<file path="config.mk">
export PLATFORM = sky130hd
export DESIGN_NAME = expression_lexer
export DESIGN_NICKNAME = d
export VERILOG_FILES = /design/src/hdl/elx_pkg.sv /design/src/hdl/elx_scan.sv /design/src/hdl/elx_queue.sv /design/src/hdl/expression_lexer.sv
export SDC_FILE = /design/constraint.sdc
export NUM_CORES = 1
export LEC_CHECK = 0
export ABC_AREA = 1
export BUFFER_PORTS_ARGS = -buffer_cell sky130_fd_sc_hd__buf_2
export CAP_MARGIN = 20
export CORE_MARGIN = 2
export CORE_UTILIZATION = 45
export CTS_BUF_LIST = sky130_fd_sc_hd__clkbuf_8
export CTS_CLUSTER_SIZE = 30
export DETAILED_ROUTE_END_ITERATION = 12
export SYNTH_ARGS = -nofsm -noshare
export SYNTH_HDL_FRONTEND = slang
export SYNTH_SLANG_ARGS = --single-unit
</file>
<file path="constraint.sdc">
create_clock -name clk -period 7.5 [get_ports clk]
set_input_delay 0.375 -clock clk [delete_from_list [all_inputs] [get_ports clk]]
set_output_delay 0.375 -clock clk [all_outputs]
set_load 0.005 [all_outputs]
</file>
<file path="src/hdl/elx_pkg.sv">
// Shared types, codes and character tables for the expression lexer.
// No dependencies; imported by the scanner, the token queue and the top level.
package elx_pkg;

	// token kinds
	localparam logic [4:0] K_NUMBER = 5'd0;
	localparam logic [4:0] K_IDENT  = 5'd1;
	localparam logic [4:0] K_SIGNAL = 5'd2;
	localparam logic [4:0] K_IF     = 5'd3;
	localparam logic [4:0] K_THEN   = 5'd4;
	localparam logic [4:0] K_ELSE   = 5'd5;
	localparam logic [4:0] K_ASSIGN = 5'd6;
	localparam logic [4:0] K_EQ     = 5'd7;
	localparam logic [4:0] K_NE     = 5'd8;
	localparam logic [4:0] K_GT     = 5'd9;
	localparam logic [4:0] K_GE     = 5'd10;
	localparam logic [4:0] K_LT     = 5'd11;
	localparam logic [4:0] K_LE     = 5'd12;
	localparam logic [4:0] K_AND    = 5'd13;
	localparam logic [4:0] K_OR     = 5'd14;
	localparam logic [4:0] K_PLUS   = 5'd15;
	localparam logic [4:0] K_MINUS  = 5'd16;
	localparam logic [4:0] K_STAR   = 5'd17;
	localparam logic [4:0] K_SLASH  = 5'd18;
	localparam logic [4:0] K_LPAREN = 5'd19;
	localparam logic [4:0] K_RPAREN = 5'd20;
	localparam logic [4:0] K_COMMA  = 5'd21;
	localparam logic [4:0] K_EOF    = 5'd22;
	localparam logic [4:0] K_ERROR  = 5'd23;

	// error codes
	localparam logic [2:0] E_NONE    = 3'd0;
	localparam logic [2:0] E_BANG    = 3'd1;
	localparam logic [2:0] E_AMP     = 3'd2;
	localparam logic [2:0] E_BAR     = 3'd3;
	localparam logic [2:0] E_BADCHAR = 3'd4;
	localparam logic [2:0] E_DOT     = 3'd5;

	// token queue depth
	localparam int QDEPTH = 4;

	// output tdata width: column, length, error code, padded to bytes
	localparam int TDATA_W = 40;

	// operator that may take a second character
	typedef enum logic [2:0] {
		OP_NONE, OP_EQ, OP_BANG, OP_GT, OP_AMP, OP_BAR, OP_LT
	} op_t;

	// byte classification
	typedef struct packed {
		logic       space;
		logic       digit;
		logic       dot;
		logic       word;    // letter or underscore
		op_t        op;      // first char of a possible two-char operator
		logic       single;  // always a one-char token
		logic [4:0] kind;    // kind of that one-char token
	} cls_t;

	// one result item
	typedef struct packed {
		logic [4:0]  kind;
		logic [15:0] col;
		logic [15:0] len;
		logic [2:0]  err;
		logic        last;
	} token_t;

	// tokens handed from the scanner to the queue for one accepted item
	typedef struct packed {
		logic [1:0] n;
		token_t     t0;
		token_t     t1;
	} push_t;

	function automatic cls_t classify(input logic [7:0] c);
		cls_t r;
		r = '0;
		r.op = OP_NONE;
		case (c) inside
			[8'h09:8'h0D], 8'h20: r.space = 1'b1;
			[8'h30:8'h39]: r.digit = 1'b1;
			8'h2E: r.dot = 1'b1;
			[8'h41:8'h5A], [8'h61:8'h7A], 8'h5F: r.word = 1'b1;
			8'h3D: r.op = OP_EQ;    // =
			8'h21: r.op = OP_BANG;  // !
			8'h3E: r.op = OP_GT;    // >
			8'h26: r.op = OP_AMP;   // &
			8'h7C: r.op = OP_BAR;   // |
			8'h3C: r.op = OP_LT;    // <
			8'h2B: begin r.single = 1'b1; r.kind = K_PLUS; end
			8'h2D: begin r.single = 1'b1; r.kind = K_MINUS; end
			8'h2A: begin r.single = 1'b1; r.kind = K_STAR; end
			8'h2F: begin r.single = 1'b1; r.kind = K_SLASH; end
			8'h28: begin r.single = 1'b1; r.kind = K_LPAREN; end
			8'h29: begin r.single = 1'b1; r.kind = K_RPAREN; end
			8'h2C: begin r.single = 1'b1; r.kind = K_COMMA; end
			default: ;
		endcase
		return r;
	endfunction

	// keyword lengths: signal, if, then, else
	function automatic logic [2:0] kw_len(input logic [1:0] k);
		logic [2:0] r;
		unique case (k)
			2'd0: r = 3'd6;
			2'd1: r = 3'd2;
			default: r = 3'd4;
		endcase
		return r;
	endfunction

	// keyword characters, valid below kw_len
	function automatic logic [7:0] kw_char(input logic [1:0] k, input logic [2:0] idx);
		logic [7:0] r;
		unique case ({k, idx})
			{2'd0, 3'd0}: r = 8'h73; // s
			{2'd0, 3'd1}: r = 8'h69; // i
			{2'd0, 3'd2}: r = 8'h67; // g
			{2'd0, 3'd3}: r = 8'h6E; // n
			{2'd0, 3'd4}: r = 8'h61; // a
			{2'd0, 3'd5}: r = 8'h6C; // l
			{2'd1, 3'd0}: r = 8'h69; // i
			{2'd1, 3'd1}: r = 8'h66; // f
			{2'd2, 3'd0}: r = 8'h74; // t
			{2'd2, 3'd1}: r = 8'h68; // h
			{2'd2, 3'd2}: r = 8'h65; // e
			{2'd2, 3'd3}: r = 8'h6E; // n
			{2'd3, 3'd0}: r = 8'h65; // e
			{2'd3, 3'd1}: r = 8'h6C; // l
			{2'd3, 3'd2}: r = 8'h73; // s
			{2'd3, 3'd3}: r = 8'h65; // e
			default: r = 8'h00;
		endcase
		return r;
	endfunction

	// character that completes the two-char form
	function automatic logic [7:0] op_second(input op_t p);
		logic [7:0] r;
		unique case (p)
			OP_AMP: r = 8'h26;
			OP_BAR: r = 8'h7C;
			default: r = 8'h3D;
		endcase
		return r;
	endfunction

	function automatic logic [4:0] op_two(input op_t p);
		logic [4:0] r;
		unique case (p)
			OP_EQ:   r = K_EQ;
			OP_BANG: r = K_NE;
			OP_GT:   r = K_GE;
			OP_AMP:  r = K_AND;
			OP_BAR:  r = K_OR;
			OP_LT:   r = K_LE;
			default: r = K_ERROR;
		endcase
		return r;
	endfunction

	// one-char form; K_ERROR where the operator cannot stand alone
	function automatic logic [4:0] op_one(input op_t p);
		logic [4:0] r;
		unique case (p)
			OP_EQ:   r = K_ASSIGN;
			OP_GT:   r = K_GT;
			OP_LT:   r = K_LT;
			default: r = K_ERROR;
		endcase
		return r;
	endfunction

	function automatic logic [2:0] op_err(input op_t p);
		logic [2:0] r;
		unique case (p)
			OP_BANG: r = E_BANG;
			OP_AMP:  r = E_AMP;
			OP_BAR:  r = E_BAR;
			default: r = E_BADCHAR;
		endcase
		return r;
	endfunction

endpackage

</file>
<file path="src/hdl/elx_scan.sv">
// Front end of the lexer: classifies each accepted byte and runs the scan state.
// Produces zero, one or two tokens per item for the token queue. Uses elx_pkg.
module elx_scan import elx_pkg::*; #(
	parameter int COLUMN_BITS = 16
) (
	input  logic       clk,
	input  logic       arst_n,
	input  logic       fire,       // item accepted this cycle
	input  logic [7:0] char_code,
	input  logic       is_end,
	output push_t      push
);

	typedef enum logic [2:0] {M_IDLE, M_NUM, M_WORD, M_OPER, M_ERR} mode_t;

	mode_t                  mode_q, mode_n;
	logic                   dot_q, dot_n;
	op_t                    pend_q, pend_n;
	logic [3:0]             cand_q, cand_n;
	logic [COLUMN_BITS-1:0] col_q, col_n;
	logic [COLUMN_BITS-1:0] start_q, start_n;
	logic [COLUMN_BITS-1:0] len_q, len_n;

	cls_t       cls;
	token_t     lex_tok, op_tok;
	logic       lex_ok, op_ok, ok;
	logic [4:0] word_kind;
	token_t     toks [2];
	logic [1:0] cnt;
	logic       do_idle;

	function automatic logic [COLUMN_BITS-1:0] sat_inc(input logic [COLUMN_BITS-1:0] v);
		return (&v) ? v : v + COLUMN_BITS'(1);
	endfunction

	// clip a column or length to the 16-bit output field
	function automatic logic [15:0] clip(input logic [COLUMN_BITS-1:0] v);
		logic [COLUMN_BITS+15:0] e;
		e = (COLUMN_BITS+16)'(v);
		if (e > (COLUMN_BITS+16)'(16'hFFFF))
			return 16'hFFFF;
		return e[15:0];
	endfunction

	// drop keyword candidates that no longer match
	function automatic logic [3:0] kw_track(input logic [3:0] cand,
			input logic [COLUMN_BITS-1:0] len, input logic [7:0] c);
		logic [3:0] r;
		r = cand;
		for (int k = 0; k < 4; k++) begin
			if (cand[k] && (len >= COLUMN_BITS'(kw_len(2'(k)))
					|| kw_char(2'(k), len[2:0]) != c))
				r[k] = 1'b0;
		end
		return r;
	endfunction

	assign cls = classify(char_code);

	// kind of a finished word
	always_comb begin
		word_kind = K_IDENT;
		for (int k = 0; k < 4; k++) begin
			if (cand_q[k] && len_q == COLUMN_BITS'(kw_len(2'(k))))
				word_kind = K_SIGNAL + 5'(k);
		end
	end

	// token that closes the pending number or word
	always_comb begin
		lex_ok = 1'b1;
		if (mode_q == M_NUM) begin
			if (dot_q && len_q == COLUMN_BITS'(1)) begin
				lex_ok  = 1'b0;
				lex_tok = '{kind: K_ERROR, col: clip(start_q), len: 16'd1,
					err: E_DOT, last: 1'b0};
			end else begin
				lex_tok = '{kind: K_NUMBER, col: clip(start_q), len: clip(len_q),
					err: E_NONE, last: 1'b0};
			end
		end else begin
			lex_tok = '{kind: word_kind, col: clip(start_q), len: clip(len_q),
				err: E_NONE, last: 1'b0};
		end
	end

	// token for a pending operator not followed by its partner
	always_comb begin
		op_ok = (op_one(pend_q) != K_ERROR);
		if (op_ok)
			op_tok = '{kind: op_one(pend_q), col: clip(start_q), len: 16'd1,
				err: E_NONE, last: 1'b0};
		else
			op_tok = '{kind: K_ERROR, col: clip(start_q), len: 16'd1,
				err: op_err(pend_q), last: 1'b0};
	end

	// next state and emitted tokens for one item
	always_comb begin
		mode_n  = mode_q;
		dot_n   = dot_q;
		pend_n  = pend_q;
		cand_n  = cand_q;
		col_n   = col_q;
		start_n = start_q;
		len_n   = len_q;
		toks[0] = '0;
		toks[1] = '0;
		cnt     = 2'd0;
		do_idle = 1'b0;
		ok      = 1'b1;
		if (is_end) begin
			// close pending token, then end of file unless an error is active or just raised
			unique case (mode_q)
				M_ERR: ok = 1'b0;
				M_NUM, M_WORD: begin
					toks[cnt[0]] = lex_tok;
					cnt = cnt + 2'd1;
					ok = lex_ok;
				end
				M_OPER: begin
					toks[cnt[0]] = op_tok;
					cnt = cnt + 2'd1;
					ok = op_ok;
				end
				default: ;
			endcase
			if (ok) begin
				toks[cnt[0]] = '{kind: K_EOF, col: clip(col_q), len: 16'd0,
					err: E_NONE, last: 1'b0};
				cnt = cnt + 2'd1;
			end
			mode_n  = M_IDLE;
			dot_n   = 1'b0;
			pend_n  = OP_NONE;
			cand_n  = 4'hF;
			col_n   = '0;
			start_n = '0;
			len_n   = '0;
		end else begin
			unique case (mode_q)
				M_ERR: ;
				M_NUM: begin
					if (cls.digit) begin
						len_n = sat_inc(len_q);
					end else if (cls.dot && !dot_q) begin
						dot_n = 1'b1;
						len_n = sat_inc(len_q);
					end else begin
						toks[cnt[0]] = lex_tok;
						cnt = cnt + 2'd1;
						if (!lex_ok) begin
							mode_n = M_ERR;
						end else if (cls.dot) begin
							// second dot opens a new number
							mode_n  = M_NUM;
							dot_n   = 1'b1;
							start_n = col_q;
							len_n   = COLUMN_BITS'(1);
						end else begin
							mode_n  = M_IDLE;
							do_idle = 1'b1;
						end
					end
				end
				M_WORD: begin
					if (cls.word || cls.digit) begin
						cand_n = kw_track(cand_q, len_q, char_code);
						len_n  = sat_inc(len_q);
					end else begin
						toks[cnt[0]] = lex_tok;
						cnt = cnt + 2'd1;
						mode_n  = M_IDLE;
						do_idle = 1'b1;
					end
				end
				M_OPER: begin
					pend_n = OP_NONE;
					if (pend_q != OP_NONE && char_code == op_second(pend_q)) begin
						toks[cnt[0]] = '{kind: op_two(pend_q), col: clip(start_q),
							len: 16'd2, err: E_NONE, last: 1'b0};
						cnt = cnt + 2'd1;
						mode_n = M_IDLE;
					end else begin
						toks[cnt[0]] = op_tok;
						cnt = cnt + 2'd1;
						if (op_ok) begin
							mode_n  = M_IDLE;
							do_idle = 1'b1;
						end else begin
							mode_n = M_ERR;
						end
					end
				end
				default: do_idle = 1'b1;
			endcase

			// byte seen with no token open
			if (do_idle) begin
				if (cls.space) begin
					mode_n = M_IDLE;
				end else if (cls.digit || cls.dot) begin
					mode_n  = M_NUM;
					dot_n   = cls.dot;
					start_n = col_q;
					len_n   = COLUMN_BITS'(1);
				end else if (cls.word) begin
					mode_n  = M_WORD;
					start_n = col_q;
					cand_n  = kw_track(4'hF, '0, char_code);
					len_n   = COLUMN_BITS'(1);
				end else if (cls.op != OP_NONE) begin
					mode_n  = M_OPER;
					pend_n  = cls.op;
					start_n = col_q;
				end else if (cls.single) begin
					toks[cnt[0]] = '{kind: cls.kind, col: clip(col_q), len: 16'd1,
						err: E_NONE, last: 1'b0};
					cnt = cnt + 2'd1;
				end else begin
					toks[cnt[0]] = '{kind: K_ERROR, col: clip(col_q), len: 16'd1,
						err: E_BADCHAR, last: 1'b0};
					cnt = cnt + 2'd1;
					mode_n = M_ERR;
				end
			end
			col_n = sat_inc(col_q);
		end

		// mark the final token of the item
		if (cnt == 2'd1)
			toks[0].last = 1'b1;
		else if (cnt == 2'd2)
			toks[1].last = 1'b1;
	end

	assign push.n  = fire ? cnt : 2'd0;
	assign push.t0 = toks[0];
	assign push.t1 = toks[1];

	// scan state
	always_ff @(posedge clk or negedge arst_n) begin
		if (!arst_n) begin
			mode_q  <= M_IDLE;
			dot_q   <= 1'b0;
			pend_q  <= OP_NONE;
			cand_q  <= 4'hF;
			col_q   <= '0;
			start_q <= '0;
			len_q   <= '0;
		end else if (fire) begin
			mode_q  <= mode_n;
			dot_q   <= dot_n;
			pend_q  <= pend_n;
			cand_q  <= cand_n;
			col_q   <= col_n;
			start_q <= start_n;
			len_q   <= len_n;
		end
	end

endmodule

</file>
<file path="src/hdl/elx_queue.sv">
// Token queue between the scanner and the output port: takes up to two
// tokens a cycle, hands out one. Uses elx_pkg.
module elx_queue import elx_pkg::*; (
	input  logic   clk,
	input  logic   arst_n,
	input  push_t  push,
	input  logic   pop,
	output token_t head,
	output logic   not_empty,
	output logic   has_room    // room for two tokens
);

	localparam int AW = $clog2(QDEPTH);

	token_t        mem_q [QDEPTH];
	logic [AW-1:0] wr_q, rd_q;
	logic [AW:0]   cnt_q;

	// token storage
	always_ff @(posedge clk) begin
		if (push.n != 2'd0)
			mem_q[wr_q] <= push.t0;
		if (push.n == 2'd2)
			mem_q[wr_q + AW'(1)] <= push.t1;
	end

	// pointers and fill count
	always_ff @(posedge clk or negedge arst_n) begin
		if (!arst_n) begin
			wr_q  <= '0;
			rd_q  <= '0;
			cnt_q <= '0;
		end else begin
			wr_q  <= wr_q + AW'(push.n);
			rd_q  <= rd_q + AW'(pop);
			cnt_q <= cnt_q + (AW+1)'(push.n) - (AW+1)'(pop);
		end
	end

	assign head      = mem_q[rd_q];
	assign not_empty = (cnt_q != '0);
	assign has_room  = (cnt_q <= (AW+1)'(QDEPTH - 2));

endmodule

</file>
<file path="src/hdl/expression_lexer.sv">
// Expression lexer: one source byte per item in, tokens out through the token
// queue. One byte per cycle is taken while the four-token queue has two free
// places; the output port delivers one token per cycle while m_axis_tready is
// high, so a byte that yields two tokens hands them out in turn. arst_n clears
// the scan state and empties the queue.
module expression_lexer import elx_pkg::*; #(
	parameter int COLUMN_BITS = 16
) (
	input  logic               clk,
	input  logic               arst_n,
	input  logic               s_axis_tvalid,
	output logic               s_axis_tready,
	input  logic [7:0]         s_axis_tdata,   // [7:0] char_code
	input  logic               s_axis_tlast,   // is_end
	output logic               m_axis_tvalid,
	input  logic               m_axis_tready,
	output logic [TDATA_W-1:0] m_axis_tdata,   // [15:0] start_column, [31:16] token_length,
	                                           // [34:32] error_code, rest zero
	output logic [4:0]         m_axis_tuser,   // [4:0] token_kind
	output logic               m_axis_tlast    // last_of_item
);

	push_t  push;
	token_t head;
	logic   not_empty, has_room, fire, pop;

	assign fire = s_axis_tvalid && has_room;
	assign pop  = not_empty && m_axis_tready;

	elx_scan #(
		.COLUMN_BITS(COLUMN_BITS)
	) u_scan (
		.clk       (clk),
		.arst_n    (arst_n),
		.fire      (fire),
		.char_code (s_axis_tdata),
		.is_end    (s_axis_tlast),
		.push      (push)
	);

	elx_queue u_queue (
		.clk       (clk),
		.arst_n    (arst_n),
		.push      (push),
		.pop       (pop),
		.head      (head),
		.not_empty (not_empty),
		.has_room  (has_room)
	);

	// port mapping
	assign s_axis_tready = has_room;
	assign m_axis_tvalid = not_empty;
	assign m_axis_tdata  = {(TDATA_W-35)'(0), head.err, head.len, head.col};
	assign m_axis_tuser  = head.kind;
	assign m_axis_tlast  = head.last;

endmodule
</file>
Word-level counts from Yosys, hierarchy flattened
Memories as Yosys holds them, arrays and structs flattened.
Index checks and enable logic that the tools add are counted.
W data, S select, Z words.
{ "totals": {"register_bits": 66, "latch_bits": 0, "mem_bits_rw": 164, "rom_bits": 0, "inputBits": 13, "out_inout_bits": 48, "word_cells": 372, "n_memories": 1} }
{ "mem_list": {"columns": ["name", "depth", "word_bits", "read_ports", "rd_ports_with_merged_regs", "write_ports", "line_no", "source"], "rows": [
  ["u_queue.mem_q", 4, 41, 1, 0, 2, "elx_queue.sv:15", "token_t mem_q [QDEPTH];"]
]} }
{ "classes": {"add_sub_neg": 9, "n_mul": 0, "div_mod_pow": 0, "order_cmp": 19, "n_eq_ne": 49, "shifts": 0, "muxes": 239, "bitwise": 2, "n_reduce_logical": 43} }
{ "ops": {"columns": ["cell", "n"], "rows": [
  ["$mux W82", 8],
  ["$mux W41", 11],
  ["$mux W16", 24],
  ["$mux W8", 34],
  ["$bwmux W82", 3],
  ["$mux W3", 56],
  ["$pmux W41 S3", 1],
  ["$eq A8 B6 Y1 const B", 14],
  ["$mux W6", 17],
  ["$demux W41 S1", 2],
  ["$pmux W41 S2", 1],
  ["$ne A8 B8 Y1", 8],
  ["$mux W1", 49],
  ["$ge A16 B3 Y1", 3],
  ["$pmux W7 S6", 1],
  ["$add A16 B1 Y16 const B", 2],
  ["$eq A16 B3 Y1 const B", 2],
  ["$pmux W16 S2", 1],
  ["$reduce_and A16 Y1", 2],
  ["$pmux W5 S6", 1],
  ["$mux W4", 7],
  ["$pmux W7 S2", 2],
  ["$pmux W7 S4", 1],
  ["$mux W2", 13],
  ["42 further kinds", 98]
]} }

Logic depth before layout (Yosys ltp)
{ "logic_depth": {"word_depth": 28, "ltp_mapped": 24, "depth_no_buf": 21} }

Hierarchy
A second synthesis with hierarchy kept.
{ "unflattened": {"hier_cells": 2440, "hier_area_um2": 16688.5} }
{ "modules_own_cells": {"columns": ["module", "n_inst", "cells_each", "area_each_um2", "seq_area_each_um2"], "rows": [
  ["elx_queue", 1, 1202, 9530.4, 5099.9],
  ["elx_scan", 1, 1228, 7101.8, 1481.4],
  ["expression_lexer", 1, 10, 56.3, 0.0]
]} }

Least setup slack after synthesis
Ideal clock, no wire load.
{ "synth_path": {"kind": "register to register", "from": "register u_scan.len_q[1]", "to": "memory u_queue.mem_q[1][0] (netlist name), enable pin", "setup_time_ps": 399, "arrival_ps": 3602, "required_time_ps": 7101, "slack_ps": 3499, "stages_incl_launch_ff": 15, "n_path_buf": 2, "period_less_slack_ps": 4001, "path_cell_list": "dfrtp_1 -> clkinv_1 -> ha_1 -> nand2_1 -> nor2_1 -> nand4_1 -> nand2_1 -> nand3_1 -> clkbuf_1 -> ha_1 -> or2_2 -> nand2_4 -> nand3_2 -> buf_2 -> nand2_1"} }
{ "synth_rtl": {"columns": ["element", "line_no", "source"], "rows": [
  ["start, declared", "elx_scan.sv:22", "logic [COLUMN_BITS-1:0] len_q, len_n;"],
  ["start signal, assigned", "elx_scan.sv:258", "len_q <= len_n;"],
  ["end, declared", "elx_queue.sv:15", null]
]} }

==> flow_results.org <==
** Power and ir drop
- Internal Pwr Total :: 0.00314 W
- Net switching is 49.3% of the power.
- Summed over all nets, the switching power comes to 0.00305 W.
- Pwr Total :: 0.00618 W
- Portion of total power attributed to sequential cells :: 30.5%
- VDD sags by at most 353 uV.
- Comb pwr share :: 51.9%
- Of the total power, the clock network draws 17.6%.
- In this run the power density over the cells is 379 nW/um^2.
- In this run the static leakage power is 7.31 nW.

** Routing
- Total routed wirelength :: 46200 microns
- Avg WL per Cell :: 18.6 microns
- Number of nets still failing antenna checks after routing :: 0
- Vias per cell :: 5.65
- Iter 0 DRT Violations :: 1270
- The detailed router placed 14000 vias in this run.
- The first TritonRoute pass finished after 6 iterations.
- For this run, design rule violations remaining after detail routing come to 0.

** Timing
- Setup repair after global routing left no endpoint under its margin.
- The count of final hold-check violations came to 0.
- The max-slew violation count came to 0.
- Final setup fails :: 0
- The clock arrives with 27.0 ps of skew.
- The worst pin sits at a relative slew slack of 26.7%.
- Post-route worst setup slack :: 2080 ps
- For the pin with the worst max-slew slack, the measured transition is 1100 ps.
- For the finished layout, the period the worst path requires is 5420 ps.
- Min Hold Slack :: 338 ps
- Final-layout setup total negative slack :: 0 ps
- Based on the critical path, the design can be clocked at up to 185 MHz.
- Share of the clock period used by the worst path :: 72.2%

** Synthesis
- After technology mapping, the gate count stands at 2011.
- Top cells by instance count after synthesis :: sky130_fd_sc_hd__nand2_1 (552), sky130_fd_sc_hd__nor2_1 (192), sky130_fd_sc_hd__inv_1 (174)
- By area the synthesized netlist is led by sky130_fd_sc_hd__edfxtp_1 (32%), sky130_fd_sc_hd__nand2_1 (14%), sky130_fd_sc_hd__dfrtp_1 (10%).
- Averaged over all synthesized cells, the footprint is 7.54 sq um.
- Leading cell type by number of instances after synthesis :: sky130_fd_sc_hd__nand2_1
- Summing the areas of all compound-gate instances in the mapped netlist gives 12.5% of the synthesized area.
- Adder-cell area share of the yosys netlist :: 1.04%
- Among all flip-flop cells after synthesis, the most frequent one is sky130_fd_sc_hd__edfxtp_1.
- Dominant combinational cell family by area after synthesis :: simple AND/OR/NAND/NOR gates
- After synthesis, the share of cell area in mux cells is 0%.
- Proportion of synthesized flip-flops having asynchronous set or reset :: 28.7%
- Post-synthesis xor/xnor area fraction :: 1.16%
- The synthesized design contains 230 register bits.
- Number of flops mapped to enable cells by yosys :: 164
- sky130_fd_sc_hd__edfxtp_1 takes more of the synthesized area than any other cell.
- After synthesis, the netlist uses 49 different library cells.
- Summing every instance area after synthesis gives 15200 sq um.
- Simple-Gate Fraction of Synth Area :: 32.4%
- Sequential cell area fraction in the yosys report :: 43.4%
- For this run, the number of Yosys warnings is 0.
- The synthesized design devotes to its leading area cell type 32.5% of total area.

** Clocking
- For this design, the sink count on the clock tree is 230.
- # H-tree levels :: 2
- In this run, post-CTS repair resized a total of 0 instances.
- The tree is rooted in a sky130_fd_sc_hd__clkbuf_8.
- Number of buffers on the longest clock path :: 3
- # Post-CTS Setup Buffers :: 0
- TritonCTS built the clock tree.
- Buffers inserted during clock tree synthesis total 40.
- Clock transition time at the flip-flop clock pins of the worst setup and hold paths :: 60 ps
- Clock Latency Late Sink :: 550 ps

** Worst setup path
- The worst setup path is captured at a flop.
- Worst Setup Start Kind :: flop
- The signal on the critical path passes through inv_1, nand2_1, nand2_1, inv_2, nor2_1, inv_1, nand3_1, ha_1, or2_2, nand2_4, nand3_2, nand2_2, buf_4.
- For the worst setup path, the data required time is 7710 ps.
- Grouping stages by cell kind, the critical path spends the most delay in simple AND/OR/NAND/NOR gates.
- Worst EP arrival :: 5630 ps
- For flop-to-flop paths, the worst setup slack is 2080 ps.
- The setup path with the least slack is of type flop to flop.
- Largest stage delay on the critical path :: 690 ps
- Buffers & Inverters on Critical Path :: 4
- The largest individual stage delay along the critical path comes from the cell sky130_fd_sc_hd__nand2_4.
- Along the worst path, the maximum fanout reaches 96.

** Placement
- # port buffers :: 55
- Post-Place Setup Slack :: 2150 ps
- Global placer's final weighted congestion :: 0.932
- Total instance count after detailed placement :: 2413
- Detailed placement ended at an HPWL of 30000 microns.

** Hold path
- Class of the most critical hold timing path :: primary input to async pin

** Floorplanning
- The die covers 35200 sq um.
- Effective utilization at floorplan :: 45.5%
- In this run the core area contains 67 standard-cell rows.
- X dimension of the die :: 188 microns
- After floorplanning, the core was sized to cover 33400 sq um.
- For this design the top-level I/O count stands at 61.
- Height of the die :: 188 microns

** Run
- Max-cap violations in this run came to 0.

** Finish
- After the last flow step, the layout net total stands at 2033.
- From synthesis to final layout, the design area changed by 7.44%.
- Cells with a size suffix above 1 make up 10.9% of the layout.
- The number of antenna diodes in the final layout is 0.
- Layout Cells excl Fill :: 2485

** GRT
- The initial antenna violation count came to 0.
- The first global-routing pass estimated 72600 microns of wire.
- Remaining Overflow, GRT :: 0
- The number of global-route vias before repair is 13100.
- Total global-route track usage :: 25.9%
- Maximum number of pins on one net before global-route repair :: 97

** Run status
- The run finished with clean final reports.
[cell usage in the layout, fill, tap and decap left out, types with 16 or more instances in the layout]
master,netlist,layout
sky130_fd_sc_hd__a21oi_1,33,33
sky130_fd_sc_hd__a31oi_1,18,18
sky130_fd_sc_hd__buf_2,36,55
sky130_fd_sc_hd__buf_4,11,21
sky130_fd_sc_hd__clkbuf_8,0,42
sky130_fd_sc_hd__clkinv_1,6,18
sky130_fd_sc_hd__dfrtp_1,62,61
sky130_fd_sc_hd__edfxtp_1,164,164
sky130_fd_sc_hd__inv_1,174,180
sky130_fd_sc_hd__inv_2,22,22
sky130_fd_sc_hd__nand2_1,552,548
sky130_fd_sc_hd__nand3_1,128,128
sky130_fd_sc_hd__nand4_1,130,130
sky130_fd_sc_hd__nor2_1,192,192
sky130_fd_sc_hd__nor3_1,26,26
sky130_fd_sc_hd__o21ai_0,152,152
sky130_fd_sc_hd__o21ai_1,25,25
sky130_fd_sc_hd__o22ai_1,47,47
sky130_fd_sc_hd__xor2_1,16,16
[path summary, 6_finish.rpt]
check                                        startpoint                           endpoint  cells past startpoint
max reg2reg                u_scan.mode_q[0]$_DFFE_PN0P_  u_queue.mem_q[0][9]$_SDFFCE_PP0P_                     13
max                        u_scan.mode_q[0]$_DFFE_PN0P_  u_queue.mem_q[0][9]$_SDFFCE_PP0P_                     13
min reg2reg                  u_queue.cnt_q[2]$_DFF_PN0_         u_queue.cnt_q[2]$_DFF_PN0_                      1
max in group asynchronous                        arst_n          u_queue.rd_q[0]$_DFF_PN0_                      3
min                                              arst_n        u_scan.len_q[2]$_DFFE_PN0P_                      2
min in group clk                        s_axis_tdata[1]       u_scan.cand_q[2]$_DFFE_PN1P_                      4
[cell type report]
class | instances | area (sq um)
Clock buffer | 42 | 578
Clock inverter | 29 | 156
Fill cell | 3372 | 17100
Inverter | 203 | 764
Multi-Input combinational cell | 1454 | 7170
Sequential cell | 230 | 6580
Tap cell | 448 | 561
Timing Repair Buffer | 79 | 483
[repair_timing]
action / CTS / global route
endpoints found under the setup margin: 0 / 0
endpoints found under the hold margin: 16 / 0
hold buffers: 1 / 0
[worst register-to-register path: stages, from the launching register on]
cell and delay, ps:
sky130_fd_sc_hd__dfrtp_1 370, sky130_fd_sc_hd__inv_1 90, sky130_fd_sc_hd__nand2_1 80, sky130_fd_sc_hd__nand2_1 120, sky130_fd_sc_hd__inv_2 390, sky130_fd_sc_hd__nor2_1 120
sky130_fd_sc_hd__inv_1 570, sky130_fd_sc_hd__nand3_1 650, sky130_fd_sc_hd__ha_1 490, sky130_fd_sc_hd__or2_2 350, sky130_fd_sc_hd__nand2_4 690, sky130_fd_sc_hd__nand3_2 210
sky130_fd_sc_hd__nand2_2 520, sky130_fd_sc_hd__buf_4 440
[registers in the layout, indices dropped and copies added, names as in the netlist]
signal,flops
u_scan.pend_q,3
u_scan.dot_q,1
u_queue.cnt_q,3
u_scan.len_q,16
u_queue.mem_q,164
u_scan.start_q,16
u_queue.wr_q,2
u_scan.cand_q,4
u_queue.rd_q,2
u_scan.mode_q,3
u_scan.col_q,16
[stage by stage]
| step | cell area, sq um | util (%) |
|---|---|---|
| finish | 16300 | 48.8 |
| detailed placement | 15500 | 46.6 |
| CTS | 16300 | 48.8 |
| global route | 16300 | 48.8 |
| floorplan | 15200 | - |
| global placement | 15500 | 46.5 |
[power groups by stage]
stage                     registers [W]  logic (W)  clock network [W]
after floorplan                 0.00186    0.00238                  0
after global placement          0.00190    0.00310                  0
after detailed placement        0.00191    0.00317                  0
after CTS                       0.00188    0.00318            0.00111
after global routing            0.00191    0.00356            0.00117
final                           0.00189    0.00321            0.00109
[cell families after synthesis]
family	count (synthesis)
flip-flops	230
buffers and inverters	331
AO/OA/AOI/OAI	329
adder cells (fa/ha/maj)	12
AND/OR/NAND/NOR	1088
XOR/XNOR	20
other	1
[per-layer routing]
metal  wire length (microns)  global-route usage [%]  vias to the layer above  share of wire, %
met3                    3150                    3.18                       56               6.8
met4                     816                    6.54                        0               1.8
met2                   21100                    41.5                      530                46
met1                   21100                    37.3                     6633                46
li1                        -                       -                     6826                 -
met5                       0                       0                        -                 0
(Power assumes the default switching activity.)
